--- src/rtl/core/esa_pkg.sv ---
// esa_pkg: shared types and constants for the emitter slot allocator
// used by esa_table, esa_vol and emitter_slot_allocator; no dependencies
package esa_pkg;

   localparam int NUM_SLOTS = 32;
   localparam int SLOT_W    = $clog2(NUM_SLOTS);
   localparam int CNT_W     = $clog2(NUM_SLOTS + 1);
   localparam int PRIO_W    = 8;
   localparam int VOL_IN_W  = 8;
   localparam int VOL_W     = 7;
   localparam int CSR_IDX_W = 1;
   localparam int CSR_DATA_W = 7;

   localparam logic [VOL_W-1:0] VOL_MAX = 7'h7f;

   localparam logic [CSR_IDX_W-1:0] CSR_SLOT_COUNT   = 1'd0;
   localparam logic [CSR_IDX_W-1:0] CSR_VOLUME_SCALE = 1'd1;

   localparam logic [5:0]       SLOT_COUNT_RESET   = 6'd32;
   localparam logic [VOL_W-1:0] VOLUME_SCALE_RESET = 7'd127;

   typedef enum logic [1:0] {
      CMD_ALLOC  = 2'd0,
      CMD_REMOVE = 2'd1,
      CMD_FLUSH  = 2'd2
   } cmd_type;

   typedef enum logic [2:0] {
      ST_IDLE,
      ST_DECODE,
      ST_SCAN_ALLOC,
      ST_COMMIT,
      ST_SCAN_FREE,
      ST_DONE
   } state_type;

   // write request into the slot table
   typedef struct packed {
      logic              set;
      logic              clr;
      logic              flush;
      logic [SLOT_W-1:0] idx;
      logic              important;
      logic [PRIO_W-1:0] prio;
   } tbl_wr_type;

endpackage

--- src/rtl/core/esa_table.sv ---
// esa_table: slot table with used bits, important bits and priorities
// depends on esa_pkg; one read port at a signal-chosen index, one write port
module esa_table import esa_pkg::*; (
   input  logic              clock,
   input  logic              reset,
   input  logic [SLOT_W-1:0] rd_idx,
   input  tbl_wr_type        wr,
   output logic              rd_used,
   output logic              rd_important,
   output logic [PRIO_W-1:0] rd_prio
);

   logic [NUM_SLOTS-1:0] used_ff;
   logic [NUM_SLOTS-1:0] used_in;
   logic                 imp_ff  [NUM_SLOTS];
   logic [PRIO_W-1:0]    prio_ff [NUM_SLOTS];

   always_comb begin
      used_in = used_ff;
      if (wr.flush) begin
         used_in = '0;
      end else if (wr.set) begin
         used_in[wr.idx] = 1'b1;
      end else if (wr.clr) begin
         used_in[wr.idx] = 1'b0;
      end
   end

   always_ff @(posedge clock) begin
      if (reset) begin
         used_ff <= '0;
      end else begin
         used_ff <= used_in;
      end
   end

   // important and priority are only read for used slots
   always_ff @(posedge clock) begin
      if (wr.set) begin
         imp_ff[wr.idx]  <= wr.important;
         prio_ff[wr.idx] <= wr.prio;
      end
   end

   assign rd_used      = used_ff[rd_idx];
   assign rd_important = imp_ff[rd_idx];
   assign rd_prio      = prio_ff[rd_idx];

endmodule

--- src/rtl/core/esa_vol.sv ---
// esa_vol: volume scaler, clamp to 127, multiply by scale, divide by 127
// depends on esa_pkg; product registered, division by 127 done as shift and one correction
module esa_vol import esa_pkg::*; (
   input  logic                clock,
   input  logic                load,
   input  logic [VOL_IN_W-1:0] vol,
   input  logic [VOL_W-1:0]    scale,
   output logic [VOL_W-1:0]    scaled
);

   localparam int PROD_W = 2 * VOL_W;

   logic [VOL_W-1:0]  clamped;
   logic [PROD_W-1:0] prod_ff;
   logic [VOL_W-1:0]  quot_est;
   logic [VOL_W:0]    rem_est;

   assign clamped = (vol > VOL_IN_W'(VOL_MAX)) ? VOL_MAX : vol[VOL_W-1:0];

   always_ff @(posedge clock) begin
      if (load) begin
         prod_ff <= PROD_W'(scale) * PROD_W'(clamped);
      end
   end

   // x = 128*q0 + lo = 127*q0 + (lo + q0), remainder estimate stays below 2*127
   assign quot_est = prod_ff[PROD_W-1:VOL_W];
   assign rem_est  = {1'b0, prod_ff[VOL_W-1:0]} + {1'b0, quot_est};
   assign scaled   = quot_est + VOL_W'(rem_est >= {1'b0, VOL_MAX});

endmodule

--- src/rtl/core/emitter_slot_allocator.sv ---
// emitter_slot_allocator: emitter slot table with priority stealing
// remove, flush and unknown commands pass decode and done before the result is registered;
// a granted allocate passes decode, the allocation scan (skipped on a cache hit), commit,
// the next-free rescan and done, a failed one decode, the scan and done; each scan ends at the live slot count
// throughput: one item at a time, the next transfer is taken once the result is registered
// reset: synchronous; slots free, cached free slot 0 valid, slot_count 32, volume_scale 127
module emitter_slot_allocator import esa_pkg::*; (
   input  logic                  clock,
   input  logic                  reset,
   input  logic                  req_valid,
   output logic                  req_ready,
   input  logic [1:0]            req_cmd,
   input  logic [PRIO_W-1:0]     req_priority,
   input  logic                  req_important,
   input  logic [VOL_IN_W-1:0]   req_max_volume,
   input  logic [VOL_IN_W-1:0]   req_min_volume,
   input  logic [SLOT_W-1:0]     req_slot_handle,
   input  logic                  req_handle_absent,
   output logic                  rsp_valid,
   input  logic                  rsp_ready,
   output logic [SLOT_W-1:0]     rsp_result_handle,
   output logic                  rsp_success,
   output logic                  rsp_evicted,
   output logic                  rsp_was_active,
   output logic [VOL_W-1:0]      rsp_scaled_max_volume,
   output logic [VOL_W-1:0]      rsp_scaled_min_volume,
   input  logic                  csr_we,
   input  logic [CSR_IDX_W-1:0]  csr_index,
   input  logic [CSR_DATA_W-1:0] csr_wdata
);

   state_type state_ff, state_in;

   logic [5:0]       slot_count_ff;
   logic [VOL_W-1:0] volume_scale_ff;

   cmd_type           cmd_ff;
   logic [PRIO_W-1:0] prio_ff;
   logic              imp_ff;
   logic [SLOT_W-1:0] handle_ff;
   logic              absent_ff;

   logic [CNT_W-1:0]  idx_ff, idx_in;
   logic [SLOT_W-1:0] slot_ff, slot_in;
   logic              evicted_ff, evicted_in;
   logic              success_ff, success_in;
   logic              active_ff, active_in;
   logic [SLOT_W-1:0] res_handle_ff, res_handle_in;
   logic [SLOT_W-1:0] cache_slot_ff, cache_slot_in;
   logic              cache_valid_ff, cache_valid_in;

   logic              rsp_valid_ff, rsp_valid_in;
   logic [SLOT_W-1:0] rsp_handle_ff;
   logic              rsp_success_ff, rsp_evicted_ff, rsp_active_ff;
   logic [VOL_W-1:0]  rsp_max_ff, rsp_min_ff;

   logic              accept;
   logic              rsp_load;
   logic [CNT_W-1:0]  live_count;
   logic              cache_hit;
   logic              scan_end;
   logic              steal_ok;
   logic              handle_ok;
   logic              vol_ok;

   logic [SLOT_W-1:0] rd_idx;
   tbl_wr_type        tbl_wr;
   logic              rd_used, rd_important;
   logic [PRIO_W-1:0] rd_prio;
   logic [VOL_W-1:0]  scaled_max, scaled_min;

   esa_table u_table (
      .clock        (clock),
      .reset        (reset),
      .rd_idx       (rd_idx),
      .wr           (tbl_wr),
      .rd_used      (rd_used),
      .rd_important (rd_important),
      .rd_prio      (rd_prio)
   );

   esa_vol u_vol_max (
      .clock  (clock),
      .load   (accept),
      .vol    (req_max_volume),
      .scale  (volume_scale_ff),
      .scaled (scaled_max)
   );

   esa_vol u_vol_min (
      .clock  (clock),
      .load   (accept),
      .vol    (req_min_volume),
      .scale  (volume_scale_ff),
      .scaled (scaled_min)
   );

   assign live_count = (slot_count_ff > 6'(NUM_SLOTS)) ? CNT_W'(NUM_SLOTS)
                                                       : CNT_W'(slot_count_ff);
   assign cache_hit  = cache_valid_ff && (CNT_W'(cache_slot_ff) < live_count);
   assign scan_end   = idx_ff >= live_count;
   assign steal_ok   = (rd_prio <= prio_ff) && !rd_important;
   assign handle_ok  = !absent_ff && (CNT_W'(handle_ff) < live_count);
   assign vol_ok     = success_ff && (cmd_ff == CMD_ALLOC);

   // next state
   always_comb begin
      state_in = state_ff;
      case (state_ff)
         ST_IDLE: begin
            if (req_valid) state_in = ST_DECODE;
         end
         ST_DECODE: begin
            if (cmd_ff == CMD_ALLOC) begin
               state_in = cache_hit ? ST_COMMIT : ST_SCAN_ALLOC;
            end else begin
               state_in = ST_DONE;
            end
         end
         ST_SCAN_ALLOC: begin
            if (scan_end) begin
               state_in = ST_DONE;
            end else if (!rd_used || steal_ok) begin
               state_in = ST_COMMIT;
            end
         end
         ST_COMMIT: state_in = ST_SCAN_FREE;
         ST_SCAN_FREE: begin
            if (scan_end || !rd_used) state_in = ST_DONE;
         end
         ST_DONE: begin
            if (!rsp_valid_ff || rsp_ready) state_in = ST_IDLE;
         end
         default: state_in = ST_IDLE;
      endcase
   end

   // control outputs
   always_comb begin
      req_ready = 1'b0;
      rsp_load  = 1'b0;
      rd_idx    = idx_ff[SLOT_W-1:0];
      tbl_wr    = '0;
      tbl_wr.idx       = slot_ff;
      tbl_wr.important = imp_ff;
      tbl_wr.prio      = prio_ff;
      case (state_ff)
         ST_IDLE: req_ready = 1'b1;
         ST_DECODE: begin
            rd_idx = handle_ff;
            if (cmd_ff == CMD_REMOVE) begin
               tbl_wr.clr = handle_ok && rd_used;
               tbl_wr.idx = handle_ff;
            end else if (cmd_ff == CMD_FLUSH) begin
               tbl_wr.flush = 1'b1;
            end
         end
         ST_COMMIT: tbl_wr.set = 1'b1;
         ST_DONE:   rsp_load = !rsp_valid_ff || rsp_ready;
         default: ;
      endcase
   end

   assign accept = req_valid && req_ready;

   // datapath next values
   always_comb begin
      idx_in         = idx_ff;
      slot_in        = slot_ff;
      evicted_in     = evicted_ff;
      success_in     = success_ff;
      active_in      = active_ff;
      res_handle_in  = res_handle_ff;
      cache_slot_in  = cache_slot_ff;
      cache_valid_in = cache_valid_ff;
      case (state_ff)
         ST_IDLE: begin
            idx_in        = '0;
            slot_in       = '0;
            evicted_in    = 1'b0;
            success_in    = 1'b0;
            active_in     = 1'b0;
            res_handle_in = '0;
         end
         ST_DECODE: begin
            case (cmd_ff)
               CMD_ALLOC: begin
                  if (cache_hit) slot_in = cache_slot_ff;
               end
               CMD_REMOVE: begin
                  res_handle_in = absent_ff ? '0 : handle_ff;
                  success_in    = handle_ok;
                  active_in     = handle_ok && rd_used;
                  if (handle_ok && rd_used) begin
                     cache_slot_in  = handle_ff;
                     cache_valid_in = 1'b1;
                  end
               end
               CMD_FLUSH: begin
                  cache_slot_in  = '0;
                  cache_valid_in = 1'b1;
               end
               default: ;
            endcase
         end
         ST_SCAN_ALLOC: begin
            if (!scan_end) begin
               if (!rd_used || steal_ok) begin
                  slot_in    = idx_ff[SLOT_W-1:0];
                  evicted_in = rd_used;
               end else begin
                  idx_in = idx_ff + 1'b1;
               end
            end
         end
         ST_COMMIT: begin
            idx_in        = '0;
            success_in    = 1'b1;
            res_handle_in = slot_ff;
         end
         ST_SCAN_FREE: begin
            if (scan_end) begin
               cache_slot_in  = '0;
               cache_valid_in = 1'b0;
            end else if (!rd_used) begin
               cache_slot_in  = idx_ff[SLOT_W-1:0];
               cache_valid_in = 1'b1;
            end else begin
               idx_in = idx_ff + 1'b1;
            end
         end
         default: ;
      endcase
   end

   assign rsp_valid_in = rsp_load ? 1'b1 : (rsp_valid_ff && !rsp_ready);

   always_ff @(posedge clock) begin
      if (reset) begin
         state_ff        <= ST_IDLE;
         slot_count_ff   <= SLOT_COUNT_RESET;
         volume_scale_ff <= VOLUME_SCALE_RESET;
         cache_slot_ff   <= '0;
         cache_valid_ff  <= 1'b1;
         rsp_valid_ff    <= 1'b0;
      end else begin
         state_ff       <= state_in;
         cache_slot_ff  <= cache_slot_in;
         cache_valid_ff <= cache_valid_in;
         rsp_valid_ff   <= rsp_valid_in;
         if (csr_we) begin
            case (csr_index)
               CSR_SLOT_COUNT:   slot_count_ff   <= csr_wdata[5:0];
               CSR_VOLUME_SCALE: volume_scale_ff <= csr_wdata[VOL_W-1:0];
               default: ;
            endcase
         end
      end
   end

   always_ff @(posedge clock) begin
      if (accept) begin
         cmd_ff    <= cmd_type'(req_cmd);
         prio_ff   <= req_priority;
         imp_ff    <= req_important;
         handle_ff <= req_slot_handle;
         absent_ff <= req_handle_absent;
      end
      idx_ff        <= idx_in;
      slot_ff       <= slot_in;
      evicted_ff    <= evicted_in;
      success_ff    <= success_in;
      active_ff     <= active_in;
      res_handle_ff <= res_handle_in;
      if (rsp_load) begin
         rsp_handle_ff  <= res_handle_ff;
         rsp_success_ff <= success_ff;
         rsp_evicted_ff <= evicted_ff && vol_ok;
         rsp_active_ff  <= active_ff;
         rsp_max_ff     <= vol_ok ? scaled_max : '0;
         rsp_min_ff     <= vol_ok ? scaled_min : '0;
      end
   end

   assign rsp_valid             = rsp_valid_ff;
   assign rsp_result_handle     = rsp_handle_ff;
   assign rsp_success           = rsp_success_ff;
   assign rsp_evicted           = rsp_evicted_ff;
   assign rsp_was_active        = rsp_active_ff;
   assign rsp_scaled_max_volume = rsp_max_ff;
   assign rsp_scaled_min_volume = rsp_min_ff;

endmodule

--- config.mk ---
export PLATFORM = sky130hd
export DESIGN_NAME = emitter_slot_allocator
export DESIGN_NICKNAME = d
export VERILOG_FILES = /design/src/rtl/core/esa_pkg.sv /design/src/rtl/core/esa_table.sv /design/src/rtl/core/esa_vol.sv /design/src/rtl/core/emitter_slot_allocator.sv
export SDC_FILE = /design/constraint.sdc
export NUM_CORES = 1
export LEC_CHECK = 0
export BUFFER_PORTS_ARGS = -buffer_cell sky130_fd_sc_hd__buf_2
export CORE_MARGIN = 2
export CORE_UTILIZATION = 43
export DETAILED_ROUTE_END_ITERATION = 12
export PLACE_DENSITY = 0.67
export RECOVER_POWER = 25
export SETUP_SLACK_MARGIN = 0.02
export SLEW_MARGIN = 30
export SYNTH_ARGS = -nofsm -noshare
export SYNTH_HDL_FRONTEND = slang
export SYNTH_SLANG_ARGS = --single-unit
--- constraint.sdc ---
create_clock -name clock -period 10.8 [get_ports clock]
set_input_delay 2.16 -clock clock [delete_from_list [all_inputs] [get_ports clock]]
set_output_delay 2.16 -clock clock [all_outputs]
set_load 0.005 [all_outputs]
* Word-level counts from Yosys, hierarchy flattened
Memory sizes are Yosys's and may differ from the RTL's. Cells that the tools add are included.
Operators by class: muxes and demuxes 59, $add $sub $neg 5, multipliers 2, bitwise logic cells 4, order comparisons 12, reduce and logical (&&, ||, !) cells 37, eq/ne operators 22
Operators with widths (count):
- 32-bit 2-to-1 mux | 2
- 5-bit 2-to-1 mux | 11
- 32-bit bitwise AND | 1
- 32-bit NOT | 1
- 32-bit bitwise OR | 1
- 6-bit 2-to-1 mux | 5
- 5-bit one-hot mux with 3 select lines | 2
- 7-bit by 7-bit multiplier with 14-bit output | 2
- 2-bit != test (second input constant) | 11
- 7-bit 2-to-1 mux | 3
- 5-bit one-hot mux with 2 select lines | 2
- 1-bit 2-to-1 mux | 19
- 3-bit 2-to-1 mux | 6
- 3-bit one-hot mux with 6 select lines | 1
- 6-bit one-hot mux with 3 select lines | 1
- 7-bit by 7-bit adder with 8-bit output | 2
- 8-bit by 7-bit greater-or-equal comparator with 1-bit output (second input constant) | 2
- 8-bit by 7-bit greater-than comparator with 1-bit output (second input constant) | 2
- 7-bit by 1-bit adder with 7-bit output | 2
- 5-bit by 6-bit less-than comparator with 1-bit output | 2
- 5-bit by 6-bit less-than comparator with 1-bit output (second input constant) | 2
- 3-bit != test (second input constant) | 4
- 5-bit AND reduction | 2
- 1-bit logical AND | 9
- other kinds (25) | 46
Word-level totals: memory bits (writable) 288, input bits 46, flip-flop bits (word level) 141, memories kept 2, word-level logic and storage cells 169
Memories:
- u_table.prio_ff | words 32, bits a word 8, read ports 1, clocked after Yosys merged registers in 0, wr ports 1, line esa_table.sv:16 | logic [PRIO_W-1:0] prio_ff [NUM_SLOTS];
- u_table.imp_ff | words 32, bits a word 1, read ports 1, clocked after Yosys merged registers in 0, wr ports 1, line esa_table.sv:15 | logic imp_ff [NUM_SLOTS];

* Longest topological paths before layout
word-level depth 15, gate-level depth with buffers 20, mapped depth without buffers 19

* Hierarchy
Synthesis repeated with hierarchy kept, for this count alone.
Second synthesis, totals: cells, all modules 1691, area, all modules 21888.5 sq um
By module, submodules not included:
- esa_table | area an instance 13053.8 sq um, cells each 842, instances 1, seq. area each 9288.9 sq um
- emitter_slot_allocator | area an instance 3941.3 sq um, cells each 335, instances 1, seq. area each 2202.1 sq um
- esa_vol at u_vol_min | area an instance 2491.1 sq um, cells each 263, instances 1, seq. area each 420.4 sq um
- esa_vol at u_vol_max | area an instance 2402.3 sq um, cells each 251, instances 1, seq. area each 420.4 sq um

* Worst setup path after synthesis
OpenSTA, ideal clock, no wires.
path type input port to flip-flop, start input req_max_volume[7], end register u_vol_max.prod_ff[13] (data pin), arrival time 6248 ps, setup time 266 ps, buffers on the path 2, cell stages on the path 17, setup slack 4286 ps, path through clkbuf_1 clkbuf_1 o21ai_0 fa_1 fa_1 inv_1 fa_1 inv_1 fa_1 inv_1 ha_1 a21oi_1 nor2b_1 o2111ai_1 nand3_1 o41ai_1 xnor2_1
Between the ends: word-level cells in the longest chain between the ends 3
RTL lines:
- from (decl) | line emitter_slot_allocator.sv:15 | input logic [VOL_IN_W-1:0] req_max_volume,
- 8-bit by 7-bit greater-than comparator with 1-bit output | line esa_vol.sv:18 | assign clamped = (vol > VOL_IN_W'(VOL_MAX)) ? VOL_MAX : vol[VOL_W-1:0];
- 7-bit 2-to-1 mux | line esa_vol.sv:18
- 7-bit by 7-bit multiplier with 14-bit output | line esa_vol.sv:22 | prod_ff <= PROD_W'(scale) * PROD_W'(clamped);
- to (signal assigned) | line esa_vol.sv:22
- to (decl) | line esa_vol.sv:14 | logic [PROD_W-1:0] prod_ff;
Every way passes these cells. A chain may end at the register's enable or synchronous reset.

* Worst setup path in the final report
start register state_ff[1], end register slot_ff[0] (enable)
Between the ends: word-level cells in the longest chain between the ends 8, elaborated cells on any way between the ends 19, those cells by class order compare (1); eq/ne (6); mux (3); reduce/logical (7); memory (2)
RTL lines:
- from (decl) | line emitter_slot_allocator.sv:32 | state_type state_ff, state_in;
- from (signal assigned) | line emitter_slot_allocator.sv:247 | state_ff <= state_in;
- 3-bit by 1-bit equality test with 1-bit output | line emitter_slot_allocator.sv:147, emitter_slot_allocator.sv:176
- 5-bit 2-to-1 mux | line emitter_slot_allocator.sv:147 | case (state_ff)
- memory read 32 x 8 bit (tied with other cells)
- 8-bit less-or-equal comparator (tied with other cells) | line emitter_slot_allocator.sv:102 | assign steal_ok = (rd_prio <= prio_ff) && !rd_important;
- 1-bit logical AND / 1-bit zero test (equally long branches)
- 1-bit logical OR | line emitter_slot_allocator.sv:208 | if (!rd_used || steal_ok) begin
- 2-bit != test (no source line)
- 5-bit AND reduction (no source line) *
- to (signal assigned) | line emitter_slot_allocator.sv:270 | slot_ff <= slot_in;
- to (decl) | line emitter_slot_allocator.sv:44 | logic [SLOT_W-1:0] slot_ff, slot_in;
Every way passes the cells marked *; elsewhere a longest branch is shown, timed or not. The select of a mux whose other input is x is not followed.

==> summary.md <==
| Metric | Value |
|---|---|
| Outcome | `finished with violations` |
| Failing checks | `capacitance limit, slew limit` |
| Die area | `0.05142 mm^2` |
| Endpoints failing setup | `0` |
| CP Buf/Inv Count | `1` |
| Post-route ant nets | `0` |
| DIE WIDTH | `226.8 um` |
| Synth Net Count | `1787` |
| Sequential area share after synthesis | `57.79%` |
| Pwr Density | `286.8 mW/mm^2` |
| Worst Clk Skew | `0.01886 ns` |
| Maximum vdd drop | `0.0001943 V` |
| Mean routed wirelength per cell | `20.41 um` |
| I/O pin total | `70` |
| Worst slack, placed | `4.133 ns` |
| Worst setup path class | `reg -> reg` |
| Port bufs | `69` |
| Top cell type's share of synthesized area | `52.63%` |
| Number of synthesized flops with an enable pin | `374` |
| Most common cell after layout, fill and taps aside | `edfxtp_1` |
| Routed vias | `12960` |
| Clock Tree Buf Depth | `3` |
| Synth area leaders | `edfxtp_1 53%, mux4_2 7.6%, ha_1 6.3%, dfxtp_1 5.2%, fa_1 4.7%` |
| Most frequent CP cell | `a21oi_1` |
| CTS root buffer | `clkbuf_16` |
| Final instance area | `0.02379 mm^2` |
| Fmax | `0.1579 GHz` |
| CTS tree | `built` |
| Post-synth ARST share | `0%` |
| Resized Gates After CTS | `0` |
| Critical Path Slowest Stage Cell | `nor3b_4` |
| Final worst-path cycle share | `58.65%` |
| Initial antenna violation count | `2` |
| Total track usage | `19.32%` |
| Crit path max fanout | `42` |
| First-pass GRT wire length | `75980 um` |
| Share of cells above drive strength 1 | `14.37%` |
| Seq cells post-synth | `429` |
| Most frequent cells in the layout | `374 x edfxtp_1, 142 x nand2_1, 119 x inv_1, 108 x ha_1, 86 x nor2_1` |
| Initial drt markers | `1280` |
| Vias in the first global route | `13580` |
| CP delay by family, top | `compound AO/OA/AOI/OAI gates` |
| RePlAce Congestion | `0.8510` |
| Routed wire length | `47970 um` |
| Flop2flop setup slack | `4.47 ns` |
| Delay of the slowest critical-path stage | `0.83 ns` |
| Initial Utilization | `43.59%` |
| Syn Inst Count | `1583` |
| Type of the tightest min-delay check | `reg -> reg` |
| Post-synthesis area per instance | `13.48 um^2` |
| Worst-Margin Slew | `1.815 ns` |
| RSZ-0062 raised after global routing | `false` |
| Worst setup margin | `4.465 ns` |
| Die span in y | `226.8 um` |
| Synthesized area | `0.02134 mm^2` |
| Hold_ws | `0.4211 ns` |
| Pleak | `8.828 nW` |
| Detailed Place HPWL | `31290 um` |
| H-tree depth | `2` |
| Yosys top cell by area | `edfxtp_1` |
| Worst setup SP type | `register` |
| Critical path endpoint category | `register` |
| CTS buffer count | `45` |
| Setup TNS | `0 ns` |
| CP Cell Sequence | `nor3b_4 -> mux2_4 -> buf_4 -> mux4_2 -> nand2_1 -> nand3_1 -> a31o_2 -> ha_1 -> a21o_1 -> a21oi_1 -> a21oi_1 -> a211oi_1 -> a2bb2oi_2 -> o21ai_1 -> a21boi_1 -> a31o_1` |
| Clock slew at reported path FFs | `0.06 ns` |
| Placement Rows | `81` |
| Grt ovf | `0` |
| YS warnings | `0` |
| Area grow syn2layout | `11.49%` |
| Core area | `0.04895 mm^2` |
| Post-CTS Setup Inserts | `0` |
| Nets | `1853` |
| Max-slew headroom | `-21.02%` |
| CTS Sinks | `429` |
| Max-cap viol count | `8` |
| Most used DFF post-synth | `edfxtp_1` |
| 1st-pass router iterations | `6` |
| Tmin final | `6.335 ns` |
| Worst EP arrival | `6.61 ns` |
| Clock Latency Late Sink | `0.59 ns` |
| Placed inst area | `0.02235 mm^2` |
| Fin. Hold Viols | `0` |
| Largest net degree at the start of global routing | `46` |
| Vias/cell | `5.515` |
| DRC viols | `0` |
| Slew Limit Fails | `272` |
| Post-synthesis cell type count | `66` |
| Cts hold-fix bufs | `0` |
| WP data required | `11.08 ns` |
[worst register-to-register path, cell delays in order, from the launching register on]
cell and delay, ns:
dfxtp_1 0.56, nor3b_4 0.83, mux2_4 0.73, buf_4 0.78, mux4_2 0.66, nand2_1 0.08
nand3_1 0.12, a31o_2 0.29, ha_1 0.29, a21o_1 0.18, a21oi_1 0.13, a21oi_1 0.09
a211oi_1 0.34, a2bb2oi_2 0.32, o21ai_1 0.11, a21boi_1 0.24, a31o_1 0.26
[routing by layer]
metal | share of wire (%) | wire length, um | global-route usage (%)
met2 | 48 | 23100 | 31.96
met3 | 6.6 | 3163 | 3.538
met4 | 2.3 | 1125 | 5.603
met5 | 0 | 0 | 0
met1 | 43 | 20580 | 26.08
[cells by family (layout without fill, tap and decap cells)]
logic type               Yosys count  count (layout)  synth area share [%]
flip-flops                       429             429                 57.79
AND/OR/NAND/NOR                  414             414                 9.323
AO/OA/AOI/OAI                    253             253                 7.470
buffers and inverters            188             289                 3.630
adder cells (fa/ha/maj)          158             158                 11.02
multiplexers                      99              99                 9.036
XOR/XNOR                          42              42                 1.724
other                              0               2                     0
[report_power, final]
part / internal [W] / total [W] / leakage (nW) / switching (W)
combinational: 0.00131 / 0.00302 / 4.26 / 0.00171
sequential: 0.00212 / 0.00227 / 3.86 / 0.000152
clock: 0.000873 / 0.00154 / 0.705 / 0.000663
[flip-flops by register name, summed over array words and instances (netlist names), 6 cells and up, named ones only]
signal,flops
u_table.prio_ff,256
rsp_scaled_min_volume,7
u_vol_min.prod_ff,14
slot_count_ff,6
prio_ff,8
volume_scale_ff,7
u_vol_max.prod_ff,14
rsp_scaled_max_volume,7
idx_ff,6
u_table.imp_ff,32
[synthesized netlist by cell type (15+ instances only)]
library cell / number
nor3_1: 15
nand3_1: 37
inv_1: 119
mux2i_1: 21
ha_1: 108
edfxtp_1: 374
o21ai_0: 79
nand2_1: 142
xnor2_1: 34
and3_1: 24
mux4_2: 72
a21o_1: 17
nor2_1: 86
dfxtp_1: 55
a21oi_1: 63
nor2b_1: 69
clkbuf_1: 41
fa_1: 50
[per-stage QoR]
stage / util [%] / power (W) / std cells
2_1_floorplan: - / 0.004572 / 1583
3_3_place_gp: 45.63 / 0.005254 / 2265
3_5_place_dp: 45.66 / 0.005321 / 2266
4_1_cts: 48.64 / 0.006874 / 2348
5_1_grt: 48.60 / 0.007294 / 2350
6_report: 48.60 / 0.006824 / 2350
[path summary, 6_finish.rpt]
check | from | end | cells past startpoint
setup / recovery | state_ff[1] | slot_ff[0] | 16
hold / removal | res_handle_ff[1] | rsp_result_handle[1] | 0
setup reg to reg | state_ff[1] | slot_ff[0] | 16
hold reg to reg | res_handle_ff[1] | rsp_result_handle[1] | 0
[area by class of cell]
class | count | area, um^2
Timing Repair Buffer | 87 | 454.2
Clock inverter | 28 | 300.3
Inverter | 120 | 450.4
Sequential cell | 429 | 12330
Clock buffer | 54 | 1160
Multi-Input combinational cell | 966 | 8258
Fill cell | 4188 | 25160
Tap cell | 664 | 830.8
Antenna cell | 2 | 5.005
Note: power is estimated with default switching activity, not from simulation.
